`config.mk`:
```
export PLATFORM = sky130hd
export DESIGN_NAME = qrsd_sqrt
export DESIGN_NICKNAME = d
export VERILOG_FILES = /design/src/hw/rtl/qrsd_pkg.sv /design/src/hw/rtl/qrsd_sqrt.sv
export SDC_FILE = /design/constraint.sdc
export NUM_CORES = 2
export LEC_CHECK = 0
export BUFFER_PORTS_ARGS = -buffer_cell sky130_fd_sc_hd__buf_4
export CAP_MARGIN = 20
export CORE_AREA = 5 5 525 527
export CTS_CLUSTER_SIZE = 28
export DETAILED_ROUTE_END_ITERATION = 12
export DIE_AREA = 0 0 530 532
export HOLD_SLACK_MARGIN = 0.03
export PLACE_DENSITY_LB_ADDON = 0.15
export SLEW_MARGIN = 20
export SYNTH_ARGS = -nofsm -noshare
export SYNTH_HDL_FRONTEND = slang
export SYNTH_MEMORY_MAX_BITS = 65536
export SYNTH_SLANG_ARGS = --single-unit
```
`constraint.sdc`:
```
create_clock -name clock -period 3.6 [get_ports clock]
set_input_delay 0.54 -clock clock [delete_from_list [all_inputs] [get_ports clock]]
set_output_delay 0.54 -clock clock [all_outputs]
set_load 0.01 [all_outputs]
```
`src/hw/rtl/qrsd_pkg.sv`:
```
`timescale 1ns / 1ps
`default_nettype none
// -----------------------------------------------------------------------------
// qrsd_pkg
// Shared types and constants of the quadratic root solver.
// -----------------------------------------------------------------------------
package qrsd_pkg;

   // Width of the large-value register.
   localparam int LARGE_W = 31;
   localparam logic [LARGE_W-1:0] LARGE_RESET = {LARGE_W{1'b1}};

   // Kind of an item as it moves through the pipeline. The front only knows
   // whether the equation is quadratic; the discriminant stage refines it.
   localparam int KIND_W = 3;
   typedef enum logic [KIND_W-1:0] {
      KIND_NONE = 3'd0,
      KIND_LIN  = 3'd1,
      KIND_QUAD = 3'd2,
      KIND_ONE  = 3'd3,
      KIND_TWO  = 3'd4
   } kind_type;

   // Root counts reported on the result channel.
   localparam logic [1:0] COUNT_NONE = 2'd0;
   localparam logic [1:0] COUNT_ONE  = 2'd1;
   localparam logic [1:0] COUNT_TWO  = 2'd2;

endpackage
`default_nettype wire

```
`src/hw/rtl/qrsd_sqrt.sv`:
```
`timescale 1ns / 1ps
`default_nettype none
// -----------------------------------------------------------------------------
// qrsd_sqrt
// Pipelined integer square root, one root bit per stage, with a tag carried
// alongside each radicand.
// -----------------------------------------------------------------------------
module qrsd_sqrt import qrsd_pkg::*; #(
   parameter int COEF_WIDTH = 32,
   parameter int TAG_W      = 8
) (
   input  wire                         clock,
   input  wire                         reset,
   input  wire                         adv,
   input  wire                         in_valid,
   input  wire  [2*COEF_WIDTH+1:0]     in_rad,
   input  wire  [TAG_W-1:0]            in_tag,
   output logic                        out_valid,
   output logic [COEF_WIDTH:0]         out_root,
   output logic [TAG_W-1:0]            out_tag
);

   localparam int SW   = COEF_WIDTH + 1;
   localparam int RADW = 2*SW;
   localparam int RMW  = SW + 2;

   logic             valid_ff [SW];
   logic [RADW-1:0]  rad_ff   [SW];
   logic [RMW-1:0]   rem_ff   [SW];
   logic [SW-1:0]    root_ff  [SW];
   logic [TAG_W-1:0] tag_ff   [SW];

   for (genvar k = 0; k < SW; k++) begin : g_stage
      logic             v_src;
      logic [RADW-1:0]  rad_src;
      logic [RMW-1:0]   rem_src;
      logic [SW-1:0]    root_src;
      logic [TAG_W-1:0] tag_src;
      logic [RMW+1:0]   rem_sh, trial;
      logic [RMW-1:0]   rem_in;
      logic [SW-1:0]    root_in;

      if (k == 0) begin : g_first
         assign v_src    = in_valid;
         assign rad_src  = in_rad;
         assign rem_src  = '0;
         assign root_src = '0;
         assign tag_src  = in_tag;
      end else begin : g_next
         assign v_src    = valid_ff[k-1];
         assign rad_src  = rad_ff[k-1];
         assign rem_src  = rem_ff[k-1];
         assign root_src = root_ff[k-1];
         assign tag_src  = tag_ff[k-1];
      end

      // Bring down two radicand bits and try the next root bit.
      always_comb begin
         rem_sh = {rem_src, rad_src[RADW-1 -: 2]};
         trial  = (RMW+2)'({root_src, 2'b01});
         if (rem_sh >= trial) begin
            rem_in  = RMW'(rem_sh - trial);
            root_in = {root_src[SW-2:0], 1'b1};
         end else begin
            rem_in  = RMW'(rem_sh);
            root_in = {root_src[SW-2:0], 1'b0};
         end
      end

      always_ff @(posedge clock) begin
         if (reset) begin
            valid_ff[k] <= 1'b0;
         end else if (adv) begin
            valid_ff[k] <= v_src;
         end
      end

      always_ff @(posedge clock) begin
         if (adv) begin
            rad_ff[k]  <= rad_src << 2;
            rem_ff[k]  <= rem_in;
            root_ff[k] <= root_in;
            tag_ff[k]  <= tag_src;
         end
      end
   end

   assign out_valid = valid_ff[SW-1];
   assign out_root  = root_ff[SW-1];
   assign out_tag   = tag_ff[SW-1];

endmodule
`default_nettype wire

```
---- Yosys cells after proc, flatten, opt, wreduce, memory -nomap -nowiden ----
Memories as Yosys holds them, arrays and structs flattened.
Index checks and enable logic that the tools add are counted.
cells by class
  muxes and demuxes ....................... 105
  $lt $le $gt $ge ......................... 33
  $add $sub $neg .......................... 33
  bitwise operators ....................... 33
operators by type and width
  operator             number
  $ge 37x35->1         32
  $mux 35              33
  $sub 35x35->35       32
  $mux 1               72
  $or 1x1->1           33
  $sub 2x1->3 const B  1
  $ge 2x1->1 const B   1
word-level totals
  logic and storage cells ................. 209
  memories kept ........................... 5
  memory bits (writable) .................. 4653
  output and inout bits ................... 42
  input bits .............................. 78
  flip-flop bits (word level) ............. 0
memory list
  memory    words  width  rd ports  clocked after Yosys merged registers in  write ports  line             RTL
  rad_ff    33     64     32        0                                        33           qrsd_sqrt.sv:28  logic [RADW-1:0] rad_ff [SW];
  rem_ff    33     35     32        0                                        33           qrsd_sqrt.sv:29  logic [RMW-1:0] rem_ff [SW];
  root_ff   33     33     33        0                                        33           qrsd_sqrt.sv:30  logic [SW-1:0] root_ff [SW];
  tag_ff    33     8      33        0                                        33           qrsd_sqrt.sv:31  logic [TAG_W-1:0] tag_ff [SW];
  valid_ff  33     1      33        0                                        33           qrsd_sqrt.sv:27  logic valid_ff [SW];

---- Depth between registers and ports, before layout ----
  depth after elaboration ................. 4
  depth in mapped cells ................... 15
  gate-level depth less buffers ........... 13

---- Least setup slack after synthesis ----
Ideal clock, no wire load.
  path type ............................... reg-to-reg
  start point ............................. memory rem_ff[0][156] in the netlist's numbering
  end point ............................... memory rem_ff[0][198] in the netlist's numbering, data pin
  cell stages (with the launch flop) ...... 13
  buffers on the path ..................... 3
  arrival ................................. 3.242 ns
  period minus slack after synthesis ...... 3.501 ns
  required time ........................... 3.341 ns
  library setup time ...................... 0.259 ns
  slack ................................... 0.099 ns
  path through ............................ edfxtp_1 or3_4 or3_1 buf_2 or4_4 nor4_1 or3_1 buf_6 nand3_2 or4_1 buf_2 or3_4 xnor2_2
RTL lines
  item         line
  from (decl)  qrsd_sqrt.sv:29

==> flow_summary.ini <==
[die]
die_h_um = 532
coreArea_um2 = 270000
ioPinCount = 120
die_area_um2 = 282000
start_util_pct = 49.8
die_w_um = 530
rows = 191

[global_routing]
grt_usage_pct = 20.6
grt_max_degree = 128
grt_pass1_wl_mm = 459
grt_pass1_vias = 80285
gr-total-overflow = 0
antenna_found_initial = 4

[worst_setup_path]
worstPathRequired_ps = 4230
arrival_ps = 4170
crit_chain = or4_1 -> or3_1 -> or3_1 -> or4_4 -> nand4_2 -> nor2_1 -> nor4_1 -> xor2_1
cpMostUsedCell = or3_1
crit_fanout = 4
critPathLaunchType = register
critPathSlowestCell = or4_4
cpPeakStageDelay_ps = 590
worst-setup-path-type = register to register
end_kind = register

[placed_design]
place_congestion = 0.913
hpwl_mm = 219
portBuffers = 119
place_ws_ps = -279

[clock_tree]
ctsRootBufferMaster = clkbuf_16
clk_pin_slew_ps = 60
cts_inserted_buffers = 319
clkLatencyLatePin_ps = 900
htree_levels = 5
tritoncts = yes
max-clock-path-buffers = 4
clock-sinks = 2981

[cells_and_area]
fillers = 21591
nets = 11615
area_growth_pct = 16.0
seqCellArea_um2 = 89500
layout-drive-gt1-share_pct = 12.7
multi_input_area_um2 = 41900

[timing]
worst_pin_slew_ps = 1260
period_share_pct = 98.5
hold_viol = 0
setup_slack_ps = 55.5
fmax_ghz = 0.282
setup-violations-final = 0
finalCriticalPeriod_ps = 3540
rsz0062_at_grt = yes
setup_tns_ps = 0
final-max-slew-violation-count = 0
slew_headroom_pct = 15.0
finClkSkew_ps = 47.2

[logic_synthesis]
synth_area_leaders = edfxtp_1 (67%), ha_1 (5.6%), xnor2_1 (3.0%)
synth_edf_count = 2981
synth_nets = 10723
synth-seq-cells = 2981
yosys.area.top_type = edfxtp_1
ys_async_sr_fraction_pct = 0
synth_top_flop_cell = edfxtp_1
ys_seq_area_share_pct = 66.6
synth_area_um2 = 134000
yosysWarningCount = 0
synthCells = 10049
synth_top_area_share_pct = 66.6
synth_cell_types = 99
syn_area_per_cell_um2 = 13.4
synth.top_cells.by_count = edfxtp_1 (2981), inv_1 (751), nand2_1 (697)
synth.most_common_cell = edfxtp_1

[route]
ant_nets = 0
drc_errors = 0
via_per_inst = 5.46
drt_iter0_markers = 6200
avgRoutedWirePerCell_um = 20.1
vias = 80545
drtPass1Iterations = 6
wirelength_mm = 297

[power_and_ir_drop]
leakagePower_nw = 59.8
powerDensity_nw_per_um2 = 641
ir_worst_vdd_mv = 0.471

[run_status]
status = complete, no violations

[min_path]
hp-class = input port to register

[run]
cap_violations = 0
## sequential cells by signal, indices dropped and copies added, names as in the netlist
name	flops
rad_ff	1056
tag_ff	264
valid_ff	33
root_ff	561
rem_ff	1067
## what timing repair did
item / 4_1_cts / 5_1_grt
hold buffers: 76 / 0
gates resized for setup: 24 / 114
cloned: 0 / 1
setup buffers: 3 / 16
setup endpoints to repair: 58 / 382
pin swaps: 2 / 17
endpoints found under the hold margin: 76 / 0
## final timing paths
check | start | end | slack, ps | cells past startpoint
max | rem_ff[0][293] | rem_ff[0][340] | 60 | 8
min | adv | rad_ff[0][14] | 170 | 1
max reg2reg | rem_ff[0][293] | rem_ff[0][340] | 60 | 8
min reg2reg | rad_ff[0][4] | rad_ff[0][70] | 390 | 0
## worst max-delay path, delay by kind of cell, from the launching register on
family                    cells  cell delay, ps
and+or+nand+nor               7            2710
DFF                           1             430
xor gates and xnor gates      1             130
## metrics by stage
step                power (mW)  hold WS [ps]  instance area, um2  instances  utilization [%]
floorplan                 59.3           400              134000      10049                -
global placement          67.4           400              144000      14094             53.3
detailed placement        67.5           405              144000      14094             53.3
CTS                        101           112              155000      14742             57.5
global route               105           149              156000      14761             57.7
finish                     100           170              156000      14762             57.7
## layout make-up
class / instances / share of cell area (%)
clock inverters: 172 / 1.33
flip-flops and latches: 2981 / 57.4
well taps: 3570 / 2.87
clock buffers: 397 / 5.36
diodes: 3 / 0.00482
inverters: 753 / 1.82
repair buffers: 769 / 4.31
multi-input cells: 6117 / 26.9
## per-layer routing
metal	up-vias	routed length, um	GRT usage, %
li1	39011	-	-
met1	39191	127000	27.3
met2	1779	146000	35.2
met3	562	12100	2.30
met4	2	11600	7.64
met5	-	13	0
## cells by family after synthesis
logic type	count (synthesis)	synth area share (%)
other	1	0.00279
and+or+nand+nor	2597	9.61
buffers and inverters	952	2.67
xor gates and xnor gates	905	5.91
AOI/OAI and AO/OA	1919	8.83
DFF	2981	66.6
muxes	98	0.806
adders and majority gates	596	5.55
## power breakdown
part | internal [mW] | total (mW) | switching, mW
logic | 8.98 | 20.8 | 11.8
registers | 43.6 | 46.6 | 2.97
clock network | 19.1 | 32.6 | 13.5
total | 71.7 | 100 | 28.2
## placed cells by master (no fill, tap or decap), types with 161 or more instances in the layout
master     count
edfxtp_1    2981
inv_1        750
nand2_1      696
buf_4        631
ha_1         593
nor2_1       588
a21oi_1      579
o21ai_0      511
xnor2_1      465
xor2_1       438
clkbuf_16    323
a21o_1       255
nor3_1       249
nand3_1      161
Power figures use the tool's default switching activity.
