===== src/hw/rtl/qrsd_pkg.sv =====
`timescale 1ns / 1ps
`default_nettype none
// -----------------------------------------------------------------------------
// qrsd_pkg
// Shared types and constants of the quadratic root solver.
// -----------------------------------------------------------------------------
package qrsd_pkg;

   // Width of the large-value register.
   localparam int LARGE_W = 31;
   localparam logic [LARGE_W-1:0] LARGE_RESET = {LARGE_W{1'b1}};

   // Kind of an item as it moves through the pipeline. The front only knows
   // whether the equation is quadratic; the discriminant stage refines it.
   localparam int KIND_W = 3;
   typedef enum logic [KIND_W-1:0] {
      KIND_NONE = 3'd0,
      KIND_LIN  = 3'd1,
      KIND_QUAD = 3'd2,
      KIND_ONE  = 3'd3,
      KIND_TWO  = 3'd4
   } kind_type;

   // Root counts reported on the result channel.
   localparam logic [1:0] COUNT_NONE = 2'd0;
   localparam logic [1:0] COUNT_ONE  = 2'd1;
   localparam logic [1:0] COUNT_TWO  = 2'd2;

endpackage
`default_nettype wire


===== src/hw/rtl/qrsd_front.sv =====
`timescale 1ns / 1ps
`default_nettype none
// -----------------------------------------------------------------------------
// qrsd_front
// Input register: takes an item, splits each coefficient into sign and
// magnitude and classifies the equation as none, linear or quadratic.
// -----------------------------------------------------------------------------
module qrsd_front import qrsd_pkg::*; #(
   parameter int COEF_WIDTH = 32
) (
   input  wire                                    clock,
   input  wire                                    reset,
   input  wire                                    in_valid,
   output logic                                   in_ready,
   input  wire  [COEF_WIDTH-1:0]                  in_a,
   input  wire  [COEF_WIDTH-1:0]                  in_b,
   input  wire  [COEF_WIDTH-1:0]                  in_c,
   input  wire                                    out_ready,
   output logic                                   out_valid,
   output logic [KIND_W+3+3*COEF_WIDTH-1:0]       out_entry
);

   localparam int CW = COEF_WIDTH;

   logic          valid_ff, valid_in;
   logic [CW-1:0] a_ff, b_ff, c_ff;
   logic [CW-1:0] ma, mb, mc;
   kind_type      kind;

   // The register frees up whenever the queue takes its item.
   assign in_ready  = !valid_ff || out_ready;
   assign out_valid = valid_ff;

   always_comb begin
      valid_in = in_ready ? in_valid : valid_ff;
   end

   always_ff @(posedge clock) begin
      if (reset) begin
         valid_ff <= 1'b0;
      end else begin
         valid_ff <= valid_in;
      end
   end

   always_ff @(posedge clock) begin
      if (in_valid && in_ready) begin
         a_ff <= in_a;
         b_ff <= in_b;
         c_ff <= in_c;
      end
   end

   // Magnitudes are exact, the most negative value included.
   always_comb begin
      ma = a_ff[CW-1] ? CW'(-a_ff) : a_ff;
      mb = b_ff[CW-1] ? CW'(-b_ff) : b_ff;
      mc = c_ff[CW-1] ? CW'(-c_ff) : c_ff;
      if (a_ff != '0) begin
         kind = KIND_QUAD;
      end else if (b_ff != '0) begin
         kind = KIND_LIN;
      end else begin
         kind = KIND_NONE;
      end
   end

   assign out_entry = {kind, a_ff[CW-1], b_ff[CW-1], c_ff[CW-1], ma, mb, mc};

endmodule
`default_nettype wire


===== config.mk =====
export PLATFORM = sky130hd
export DESIGN_NAME = qrsd_front
export DESIGN_NICKNAME = d
export VERILOG_FILES = /design/src/hw/rtl/qrsd_pkg.sv /design/src/hw/rtl/qrsd_front.sv
export SDC_FILE = /design/constraint.sdc
export NUM_CORES = 1
export LEC_CHECK = 0
export CAP_MARGIN = 10
export CORE_MARGIN = 2
export CORE_UTILIZATION = 25
export CTS_BUF_LIST = sky130_fd_sc_hd__clkbuf_8
export DETAILED_ROUTE_END_ITERATION = 10
export DONT_BUFFER_PORTS = 1
export PLACE_DENSITY = 0.47
export SETUP_SLACK_MARGIN = 0.02
export SLEW_MARGIN = 20
export SYNTH_ARGS = -nofsm -noshare
export SYNTH_HDL_FRONTEND = slang
export SYNTH_SLANG_ARGS = --single-unit

===== constraint.sdc =====
create_clock -name clock -period 2.8 [get_ports clock]
set_input_delay 0 -clock clock [delete_from_list [all_inputs] [get_ports clock]]
set_output_delay 0 -clock clock [all_outputs]
set_load 0.01 [all_outputs]

Word level (Yosys, flattened, before mapping) --
Cells that the tools add are included.
Word-level totals: memory bits (writable) 0, output and inout port bits 104, ROM bits 0, word-level logic and storage cells 17, bits in latches 0, memories 0, bits in registers 97
Operators by class: muxes and demuxes 5, multipliers 0, $add $sub $neg 3, equality and inequality tests 0, reduce and logical (&&, ||, !) cells 5, div/mod/pow operators 0, bitwise gates (word level) 0, shift operators 0, order comparisons 0
Operators with widths (count):
- $mux W32 | 3
- $neg A32 Y32 | 3
- $reduce_bool A32 Y1 | 2
- $mux W2 | 1
- $logic_and A1 B1 Y1 | 1
- $logic_not A1 Y1 | 1
- $logic_or A1 B1 Y1 | 1
- $mux W1 | 1

Logic depth before layout (Yosys ltp) --
word-level depth 3, gate-level depth with buffers 6

Worst setup path after synthesis --
OpenSTA, ideal clock, no wires.
path kind reg-to-reg, start register valid_ff (netlist: out_valid), end register a_ff[0], enable pin, period minus slack after synthesis 3.213 ns, setup time 0.466 ns, data required time 2.334 ns, arrival 2.747 ns, path slack -0.413 ns, path buffers 0, stages on the path, launching flop included 3, cell sequence dfxtp_1 -> nand2b_1 -> and2_1
On the way: longest elaborated chain between the ends 3
RTL lines:
- from (decl) | line qrsd_front.sv:25 | logic valid_ff, valid_in;
- from (signal assigned) | line qrsd_front.sv:42 | valid_ff <= valid_in;
- $logic_not A1 Y1 | line qrsd_front.sv:31 | assign in_ready = !valid_ff || out_ready;
- $logic_or A1 B1 Y1 | line qrsd_front.sv:31
- named net in_ready | line qrsd_front.sv:14 | output logic in_ready,
- $logic_and A1 B1 Y1 | line qrsd_front.sv:47 | if (in_valid && in_ready) begin
- to (signal assigned) | line qrsd_front.sv:48 | a_ff <= in_a;
- to (decl) | line qrsd_front.sv:26 | logic [CW-1:0] a_ff, b_ff, c_ff;
The timed path passes the listed nets, and every way through them passes these cells. A chain may end at the register's enable or synchronous reset.

Worst setup path in the final report --
start register a_ff[0], end output port out_entry[99]
On the way: longest elaborated chain between the ends 2
RTL lines:
- $reduce_bool A32 Y1 | line qrsd_front.sv:59 | if (a_ff != '0) begin
- $mux W2 | line qrsd_front.sv:59
- to (decl) | line qrsd_front.sv:20 | output logic [KIND_W+3+3*COEF_WIDTH-1:0] out_entry
No other way between the ends.

==> impl_metrics.tcl <==
set metrics [dict create \
    cts_root_buffer "clkbuf_8" \
    post-synth-top-count-cell "edfxtp_1" \
    fin_crit_sh 0.928 \
    antenna_found_initial 3 \
    grt_remaining_overflow 0 \
    crit_end "out_entry[99]" \
    ys.flop_type "edfxtp_1" \
    synth_warnings 0 \
    yosysUniqueCellTypes 38 \
    setup_violations 0 \
    wl_per_cell_um 17.5 \
    clockBufferDepth 2 \
    synthArstFlopShare 0 \
    stdcell_count 799 \
    rows 52 \
    synth_top_area_frac 0.563 \
    max_slew.worst_pin.slew_ps 598 \
    rsz0062_at_grt "false" \
    grt_usage 0.124 \
    critPathRequiredTime_ps 2800 \
    via_per_inst 4.68 \
    peakVddDrop_mv 0.198 \
    cts_max_level 3 \
    p_leak_nw 2.04 \
    max_slew_margin 0.598 \
    core_region_area_um2 20200 \
    startpoint "a_ff[0]$_DFFE_PP_" \
    hold_violations 0 \
    ys_top_cells_by_count "edfxtp_1 (96), xnor2_1 (87), nand2_1 (35)" \
    finalCriticalPeriod_ps 2600 \
    synth_top_cell_by_area "edfxtp_1" \
    start_util 0.254 \
    synth.yosys.seq_area_share 0.567 \
    grt_pass1_vias 3769 \
    outcome "finished clean" \
    synth_cells 419 \
    dp.cells 676 \
    worst_slack_ps 200 \
    dp_slack_ps 477 \
    max-cap-violations 0 \
    rrSetupSlack_ps 1100 \
    ios 204 \
    die_w_um 147 \
    cp-start-kind "flip-flop" \
    worstSetupEndpointType "primary output" \
    die_height_um 147 \
    finalMaxSlewViolations 0 \
    grt_max_degree 50 \
    utilization 0.333 \
    synth_area_um2 5120 \
    tns_ps 0 \
    fillers 2035 \
    design_area_um2 6720 \
    drt_iter0_markers 143 \
    gp_congestion 0.833 \
    synth-edff-count 96 \
    crit_fanout 5 \
    worstReg2RegEnd "b_ff[27]$_DFFE_PP_" \
    synth.area.top_cells "edfxtp_1 (56%), xnor2_1 (15%), o31ai_1 (4.5%)" \
    dr.pass1.iters 4 \
    drive_above_1_share 0.0856 \
    path_clk_slew_ps 100 \
    syn_nets 522 \
    hp-class "input pin to flip-flop" \
    path_class "flip-flop to primary output" \
    r2r-start "out_valid$_SDFFE_PP0N_" \
    num-nets-final 624 \
    drc_errors 0 \
    clock-skew-final_ps 6.01 \
    post-dp-hpwl_um 10300 \
    die-area_um2 21600 \
    route.vias.total 3736 \
    cts_tree "yes" \
    cts_buffers 9 \
    crit_arrival_ps 2600 \
    ant_nets 0 \
    synth_seq_cells 97 \
    clk_latency_ps 370 \
    io_buffer_count 0 \
    postSynthAreaPerCell_um2 12.2 \
    power_density_nw_per_um2 490 \
    grt_pass1_wl_um 20700 \
    timing.fmax_mhz 385 \
    place_area_um2 5430 \
    cts_num_sinks 97 \
    r2r_cells 3 \
    synthToLayoutAreaGrowth_pct 31.2 \
    wl_um 13900 \
]
-- cell type report --
cell class                      instances  area [µm²]  share of cell area
Clock buffer                            9         124              0.0184
Tap cell                              270         338              0.0503
Inverter                               10        37.5             0.00559
Clock inverter                          7        75.1              0.0112
Timing Repair Buffer                  112        1110               0.166
Sequential cell                        97        2900               0.432
Multi-Input combinational cell        291        2120               0.316
Antenna cell                            3        7.51             0.00112
-- power by group --
group	switching (mW)	leakage (nW)	internal, mW
clock network	0.538	0.0996	0.422
logic	0.293	1.00	0.237
registers	0.101	0.937	1.70
total	0.932	2.04	2.36
-- per-stage QoR --
step	hold WS (ps)	total power, mW
floorplan	69.1	2.15
CTS	77.8	3.33
finish	99.7	3.29
global placement	72.1	2.24
detailed placement	72.8	2.24
global route	89.3	3.43
-- critical path, stage by stage (launching register included) --
cell,delay (ps)
edfxtp_1,500
inv_1,110
ha_2,210
nor4b_4,270
nand3b_1,220
or3_4,440
a2111oi_2,290
buf_4,180
-- metal layers --
| layer | up-vias | wire length [µm] | part of all wire | global-route usage |
|---|---|---|---|---|
| met5 | - | 0 | 0 | 0 |
| met4 | 0 | 293 | 0.021 | 0.0466 |
| met3 | 18 | 1010 | 0.072 | 0.0422 |
| met2 | 130 | 7100 | 0.51 | 0.217 |
| met1 | 1800 | 5540 | 0.40 | 0.140 |
| li1 | 1788 | - | - | - |
-- worst min-delay path by stage --
stage | startpoint | cells past startpoint | slack, ps | endpoint
after floorplan | reset | 1 | 70 | out_valid$_SDFFE_PP0N_
after global placement | reset | 1 | 70 | out_valid$_SDFFE_PP0N_
after detailed placement | reset | 1 | 70 | out_valid$_SDFFE_PP0N_
after CTS | in_valid | 1 | 80 | c_ff[2]$_DFFE_PP_
after global routing | in_valid | 1 | 90 | c_ff[2]$_DFFE_PP_
final | in_valid | 1 | 100 | c_ff[2]$_DFFE_PP_
-- cells by family after synthesis --
| logic type | count (synthesis) | synth area share |
|---|---|---|
| XOR/XNOR | 87 | 0.149 |
| AO/OA/AOI/OAI | 75 | 0.104 |
| AND/OR/NAND/NOR | 125 | 0.144 |
| flip-flops | 97 | 0.567 |
| buffers and inverters | 31 | 0.0279 |
| adder cells (fa/ha/maj) | 3 | 0.00733 |
| other | 1 | 0.000732 |
-- cell usage in the layout, fill, tap and decap left out, types with 4 or more instances in the layout --
master         synthesis  routed
nand2_1               35      35
inv_1                 10      10
nand3_1                6       5
nand4_1                4       4
nor2_1                14      14
edfxtp_1              96      96
dlygate4sd3_1          0      98
nor3_1                 9       9
nand3b_1               4       4
nor4_1                10      10
o31ai_1               31      31
o21ai_0               21      21
or3_1                  9       8
o41ai_1               20      19
clkbuf_8               0       9
buf_4                  7      11
xnor2_1               87      87
nand4b_1               5       5
or4_1                  4       4
nand2b_1               8       8
-- sequential cells by signal, summed over array words and instances, names as in the netlist --
name	count
a_ff	32
b_ff	32
c_ff	32
out_valid	1
-- repair_timing --
item                                    in CTS  in global routing
hold endpoints to repair                    97                  0
hold buffers                                98                  0
setup buffers                                0                  4
endpoints found under the setup margin       0                 12
resized for setup                            0                  7
(Power assumes the default switching activity.)
