--- config.mk ---
export PLATFORM = sky130hd
export DESIGN_NAME = qrsd_queue
export DESIGN_NICKNAME = d
export VERILOG_FILES = /design/src/hw/rtl/qrsd_pkg.sv /design/src/hw/rtl/qrsd_queue.sv
export SDC_FILE = /design/constraint.sdc
export NUM_CORES = 1
export LEC_CHECK = 0
export BUFFER_PORTS_ARGS = -buffer_cell sky130_fd_sc_hd__buf_2
export CAP_MARGIN = 20
export CORE_ASPECT_RATIO = 0.9
export CORE_MARGIN = 10
export CORE_UTILIZATION = 42
export CTS_CLUSTER_SIZE = 25
export DETAILED_ROUTE_END_ITERATION = 6
export PLACE_DENSITY = 0.57
export RECOVER_POWER = 100
export SYNTH_ARGS = -nofsm -noshare
export SYNTH_HDL_FRONTEND = slang
export SYNTH_SLANG_ARGS = --single-unit
--- constraint.sdc ---
create_clock -name clock -period 6.1 [get_ports clock]
set_clock_uncertainty 0.15 [all_clocks]
set_input_delay 0.305 -clock clock [delete_from_list [all_inputs] [get_ports clock]]
set_output_delay 0.305 -clock clock [all_outputs]
set_load 0.03 [all_outputs]
--- src/hw/rtl/qrsd_pkg.sv ---
`timescale 1ns / 1ps
`default_nettype none
// -----------------------------------------------------------------------------
// qrsd_pkg
// Shared types and constants of the quadratic root solver.
// -----------------------------------------------------------------------------
package qrsd_pkg;

   // Width of the large-value register.
   localparam int LARGE_W = 31;
   localparam logic [LARGE_W-1:0] LARGE_RESET = {LARGE_W{1'b1}};

   // Kind of an item as it moves through the pipeline. The front only knows
   // whether the equation is quadratic; the discriminant stage refines it.
   localparam int KIND_W = 3;
   typedef enum logic [KIND_W-1:0] {
      KIND_NONE = 3'd0,
      KIND_LIN  = 3'd1,
      KIND_QUAD = 3'd2,
      KIND_ONE  = 3'd3,
      KIND_TWO  = 3'd4
   } kind_type;

   // Root counts reported on the result channel.
   localparam logic [1:0] COUNT_NONE = 2'd0;
   localparam logic [1:0] COUNT_ONE  = 2'd1;
   localparam logic [1:0] COUNT_TWO  = 2'd2;

endpackage
`default_nettype wire

--- src/hw/rtl/qrsd_queue.sv ---
`timescale 1ns / 1ps
`default_nettype none
// -----------------------------------------------------------------------------
// qrsd_queue
// Short queue between the front and the arithmetic pipeline.
// -----------------------------------------------------------------------------
module qrsd_queue import qrsd_pkg::*; #(
   parameter int WIDTH = 8
) (
   input  wire              clock,
   input  wire              reset,
   input  wire              in_valid,
   output logic             in_ready,
   input  wire  [WIDTH-1:0] in_data,
   input  wire              out_pop,
   output logic             out_valid,
   output logic [WIDTH-1:0] out_data
);

   localparam int DEPTH = 4;
   localparam int PW    = $clog2(DEPTH);

   logic [WIDTH-1:0] mem_ff [DEPTH];
   logic [PW-1:0]    wptr_ff, wptr_in, rptr_ff, rptr_in;
   logic [PW:0]      fill_ff, fill_in;
   logic             push;

   assign in_ready  = (fill_ff != (PW+1)'(DEPTH));
   assign out_valid = (fill_ff != '0);
   assign out_data  = mem_ff[rptr_ff];
   assign push      = in_valid && in_ready;

   // Pointer and fill bookkeeping.
   always_comb begin
      wptr_in = push ? wptr_ff + 1'b1 : wptr_ff;
      rptr_in = out_pop ? rptr_ff + 1'b1 : rptr_ff;
      fill_in = fill_ff + (PW+1)'(push) - (PW+1)'(out_pop);
   end

   always_ff @(posedge clock) begin
      if (reset) begin
         wptr_ff <= '0;
         rptr_ff <= '0;
         fill_ff <= '0;
      end else begin
         wptr_ff <= wptr_in;
         rptr_ff <= rptr_in;
         fill_ff <= fill_in;
      end
   end

   always_ff @(posedge clock) begin
      if (push) begin
         mem_ff[wptr_ff] <= in_data;
      end
   end

endmodule
`default_nettype wire

* Word level (Yosys, flattened, before mapping)
Memories as Yosys holds them, arrays and structs flattened. A register that Yosys moved wholly into a read port is not among the register bits. Cells that the tools add are included.
Word-level totals: output and inout port bits 10, input bits 12, word-level logic and storage cells 15, flip-flop bits (word level) 7, bits in writable memories 32, memories kept 1
Memory list:
- mem_ff | depth 4, bits a word 8, read ports 1, clocked after Yosys merged registers in 1, write ports 1, RTL line qrsd_queue.sv:23 | logic [WIDTH-1:0] mem_ff [DEPTH];
Operators by class: muxes and demuxes 4, reduce and logical (&&, ||, !) cells 2, equality and inequality tests 1, add/sub/neg operators 4
Operators with widths (number):
- $add 2x1->2 const B | 2
- $mux 2 | 2
- $add 3x1->3 | 1
- $ne 3x3->1 const B | 1
- $reduce_bool 3->1 | 1
- $sub 3x1->3 | 1
- $mux 1 | 2
- $logic_and 1x1->1 | 1

* Longest topological paths before layout
depth after elaboration 4, mapped depth 11, depth with buffers taken out 11

* Worst setup path before layout
No wires, ideal clock.
path kind reg-to-reg, start point reg fill_ff[1], end point reg fill_ff[2], period minus slack after synthesis 2.198 ns, data arrival time 1.971 ns, slack 3.902 ns, required time 5.872 ns, stages on the path, launching flop included 12, library setup time 0.078 ns, path through dfxtp_1 nor2_2 a21boi_4 inv_1 ha_1 inv_1 ha_1 inv_1 fa_1 xor2_1 and2_1 nor3_1
Between the ends: cells in the longest elaborated chain, start to end 4
RTL lines:
- from (decl) | RTL line qrsd_queue.sv:25 | logic [PW:0] fill_ff, fill_in;
- from (signal assigned) | RTL line qrsd_queue.sv:48 | fill_ff <= fill_in;
- $ne 3x3->1 | RTL line qrsd_queue.sv:28 | assign in_ready = (fill_ff != (PW+1)'(DEPTH));
- $logic_and 1x1->1 | RTL line qrsd_queue.sv:31 | assign push = in_valid && in_ready;
- $add 3x1->3 * | RTL line qrsd_queue.sv:37 | fill_in = fill_ff + (PW+1)'(push) - (PW+1)'(out_pop);
- $sub 3x1->3 * | RTL line qrsd_queue.sv:37
Mark *: on every way between the ends. The rest lies on a longest branch, timed or not. A chain may end at the register's enable or synchronous reset.

* Final worst setup path
Same ends and word-level chain as after synthesis.

==> summary.txt <==
Route
  – Via count: 791
  – WL final: 2690 um
  – Routed len/inst: 16.6 um
  – # DRC: 0
  – First drt pass iteration count: 4
  – Drt first-iter violations: 83
  – Final ANT Viol Nets: 0
  – Number of vias per cell: 4.88

Placed design
  – Input/output buffers: 21
  – Final HPWL DP: 1820 um
  – Final Wtd Congestion: 0.708
  – DP Cell Count: 154

STA
  – RSZ-0062 raised after global routing: no
  – Max frequency: 0.359 GHz
  – Slew @ Worst Pin: 0.778 ns
  – Minimum clock period: 2.79 ns
  – Tcrit/Tclk final: 0.457
  – Rel. slew slack: 0.477
  – Total Neg Setup Slack: 0 ns
  – Final setup fails: 0
  – Final Hold Viols: 0
  – Pins over their slew limit: 0

Clock tree
  – TritonCTS clock tree: done
  – CTS resizes: 0
  – Clk root buf: clkbuf_8
  – # hold bufs at CTS: 0
  – Total CTS buffers: 5
  – Clock Pin Slew Worst Setup and Hold Paths: 0.08 ns
  – CTS Sinks: 41
  – H-tree lvl count: 2
  – Longest Clk Path Bufs: 2
  – Post-CTS setup buffer count: 0
  – Clock latency on the worst-skew pair: 0.29 ns

Global routing
  – First-pass GRT wire length: 4240 um
  – Antenna violations before repair: 0
  – GR Util All Layers: 0.0829
  – Vias in the first global route: 809
  – Top Usage Layer GRT: met2
  – Pin count of the biggest net entering global routing: 14
  – GRT met3 Usage: 0.0429
  – Met1 usage: 0.102
  – GR Util met2: 0.121
  – GRT overflow: 0

Floorplan
  – Placeable Area: 3730 um2
  – Die Area: 6770 um2
  – Die W: 85.6 um
  – Starting Density: 0.436
  – Die Y: 79.0 um
  – Row count: 21
  – Ports: 22

Worst setup path
  – Maximum fanout along the worst path: 7
  – CP startpoint kind: flop
  – Crit path required time: 6.17 ns
  – Critical Path AT: 2.85 ns
  – CP Class: reg2reg
  – Setup crit end kind: flop
  – Reg2Reg Setup Slack: 3.31 ns

Cells and area
  – Ratio of cells with drive above 1 in the final layout: 0.164
  – Nets: 134
  – Post-Layout Cell Count: 162
  – Syn-to-layout area delta: 11.8%
  – # diodes: 0
  – Post-Route Utilization: 0.488

Run
  – Max_cap viols: 0

Synthesis
  – Seq/Total Area, Yosys: 0.702
  – FF+latch count, synth: 41
  – Syn_area_per_cell: 18.1 um2
  – Syn Inst Count: 90
  – Yosys warnings: 0
  – Syn Nets: 109
  – Yosys cell types: 22
  – Cell area after synthesis: 1630 um2

Power
  – Leakage power: 0.624 nW
  – Worst vdd ir: 150 uV
  – Sw frac: 0.308
  – Cell area power density: 374 nW/um2
  – Clock Power Share: 0.255
  – Sequential Power Share: 0.531
  – NetSw: 0.000210 W
  – Combinational Power Share: 0.214
  – Internal Pwr Total: 0.000470 W

Run status
  – Status: finished, final reports clean

Min path
  – Worst Hold Class: in2reg
power groups by stage:
stage	clock, W	sequential [W]	combinational [W]
after global placement	0	0.000367	0.000156
final	0.000173	0.000361	0.000146
after detailed placement	0	0.000370	0.000158
after CTS	0.000176	0.000364	0.000159
after global routing	0.000189	0.000367	0.000164
after floorplan	0	0.000359	0.000125
per-layer routing:
| layer | vias up | part of all wire |
|---|---|---|
| met3 | 5 | 0.060 |
| met1 | 383 | 0.46 |
| met4 | 0 | 0.012 |
| met2 | 24 | 0.47 |
| li1 | 379 | - |
| met5 | - | 0 |
layout by cell type (no fill, tap or decap), drive strengths merged:
cell type / instances
clkinv: 3
dfxtp: 9
nor2: 8
or3: 1
inv: 5
xor2: 2
clkbuf: 23
nand2b: 2
edfxtp: 32
fa: 1
xnor2: 1
a21boi: 1
mux2i: 1
and2: 5
buf: 3
mux4: 8
nand2: 2
nor3: 1
ha: 6
nor2b: 1
mux2: 1
critical path, cell delays in order, from the launching register on:
cell      delay, ns
dfxtp_1        0.42
nor2_1         0.09
a21boi_0       0.64
inv_1          0.10
ha_1           0.29
inv_1          0.06
ha_1           0.13
inv_1          0.04
fa_1           0.37
xor2_1         0.16
and2_0         0.15
nor3_1         0.12
synth_stat cells:
| cell type | count | area, um2 |
|---|---|---|
| a21boi_4 | 1 | 18.8 |
| and2_1 | 5 | 31.3 |
| buf_6 | 1 | 11.3 |
| clkbuf_1 | 1 | 3.75 |
| clkbuf_2 | 1 | 5.00 |
| dfxtp_1 | 9 | 180 |
| edfxtp_1 | 32 | 961 |
| fa_1 | 1 | 20.0 |
| ha_1 | 6 | 75.1 |
| inv_1 | 5 | 18.8 |
| mux2_4 | 1 | 15.0 |
| mux2i_1 | 1 | 10.0 |
| mux4_2 | 8 | 180 |
| nand2_1 | 2 | 7.51 |
| nand2b_1 | 2 | 12.5 |
| nor2_1 | 7 | 26.3 |
| nor2_2 | 1 | 6.26 |
| nor2b_1 | 1 | 6.26 |
| nor3_1 | 1 | 5.00 |
| or3_1 | 1 | 6.26 |
| xnor2_1 | 1 | 8.76 |
| xor2_1 | 2 | 17.5 |
through the flow:
| step | hold slack, ns | power [W] | instance area (um2) | worst slack (ns) |
|---|---|---|---|---|
| after floorplan | 0.254 | 0.000484 | 1630 | 3.90 |
| after global placement | 0.349 | 0.000523 | 1770 | 3.84 |
| after detailed placement | 0.360 | 0.000528 | 1770 | 3.73 |
| after CTS | 0.0679 | 0.000699 | 1860 | 3.74 |
| after global routing | 0.117 | 0.000720 | 1820 | 3.04 |
| final | 0.128 | 0.000680 | 1820 | 3.31 |
cell type report:
type | instances | area [um2]
fill | 340 | 1910
tap | 46 | 57.6
timing repair buffer | 21 | 82.6
inverter | 5 | 18.8
sequential | 41 | 1140
multi-input combinational | 41 | 433
clock buffer | 5 | 68.8
clock inverter | 3 | 17.5
kinds of logic (layout without fill, tap and decap cells):
family / count (synthesis) / after routing / synth area share
fa+ha+maj: 7 / 7 / 0.0585
compound gates: 1 / 1 / 0.0115
flops: 41 / 41 / 0.702
xor+xnor: 3 / 3 / 0.0162
mux: 10 / 10 / 0.126
buf+inv: 8 / 34 / 0.0238
simple gates: 20 / 20 / 0.0623
flip-flops by register name, indices dropped and copies added (netlist names), named ones only:
register and cells:
mem_ff 32, rptr_ff 2, wptr_ff 2, fill_ff 3
final timing paths:
path              startpoint            to  cells after the start
hold / removal    in_data[7]  mem_ff[3][7]                      1
setup reg to reg  fill_ff[1]    fill_ff[2]                     11
hold reg to reg   wptr_ff[1]    wptr_ff[1]                      2
setup / recovery  fill_ff[1]    fill_ff[2]                     11
Note: power is estimated with default switching activity, not from simulation.
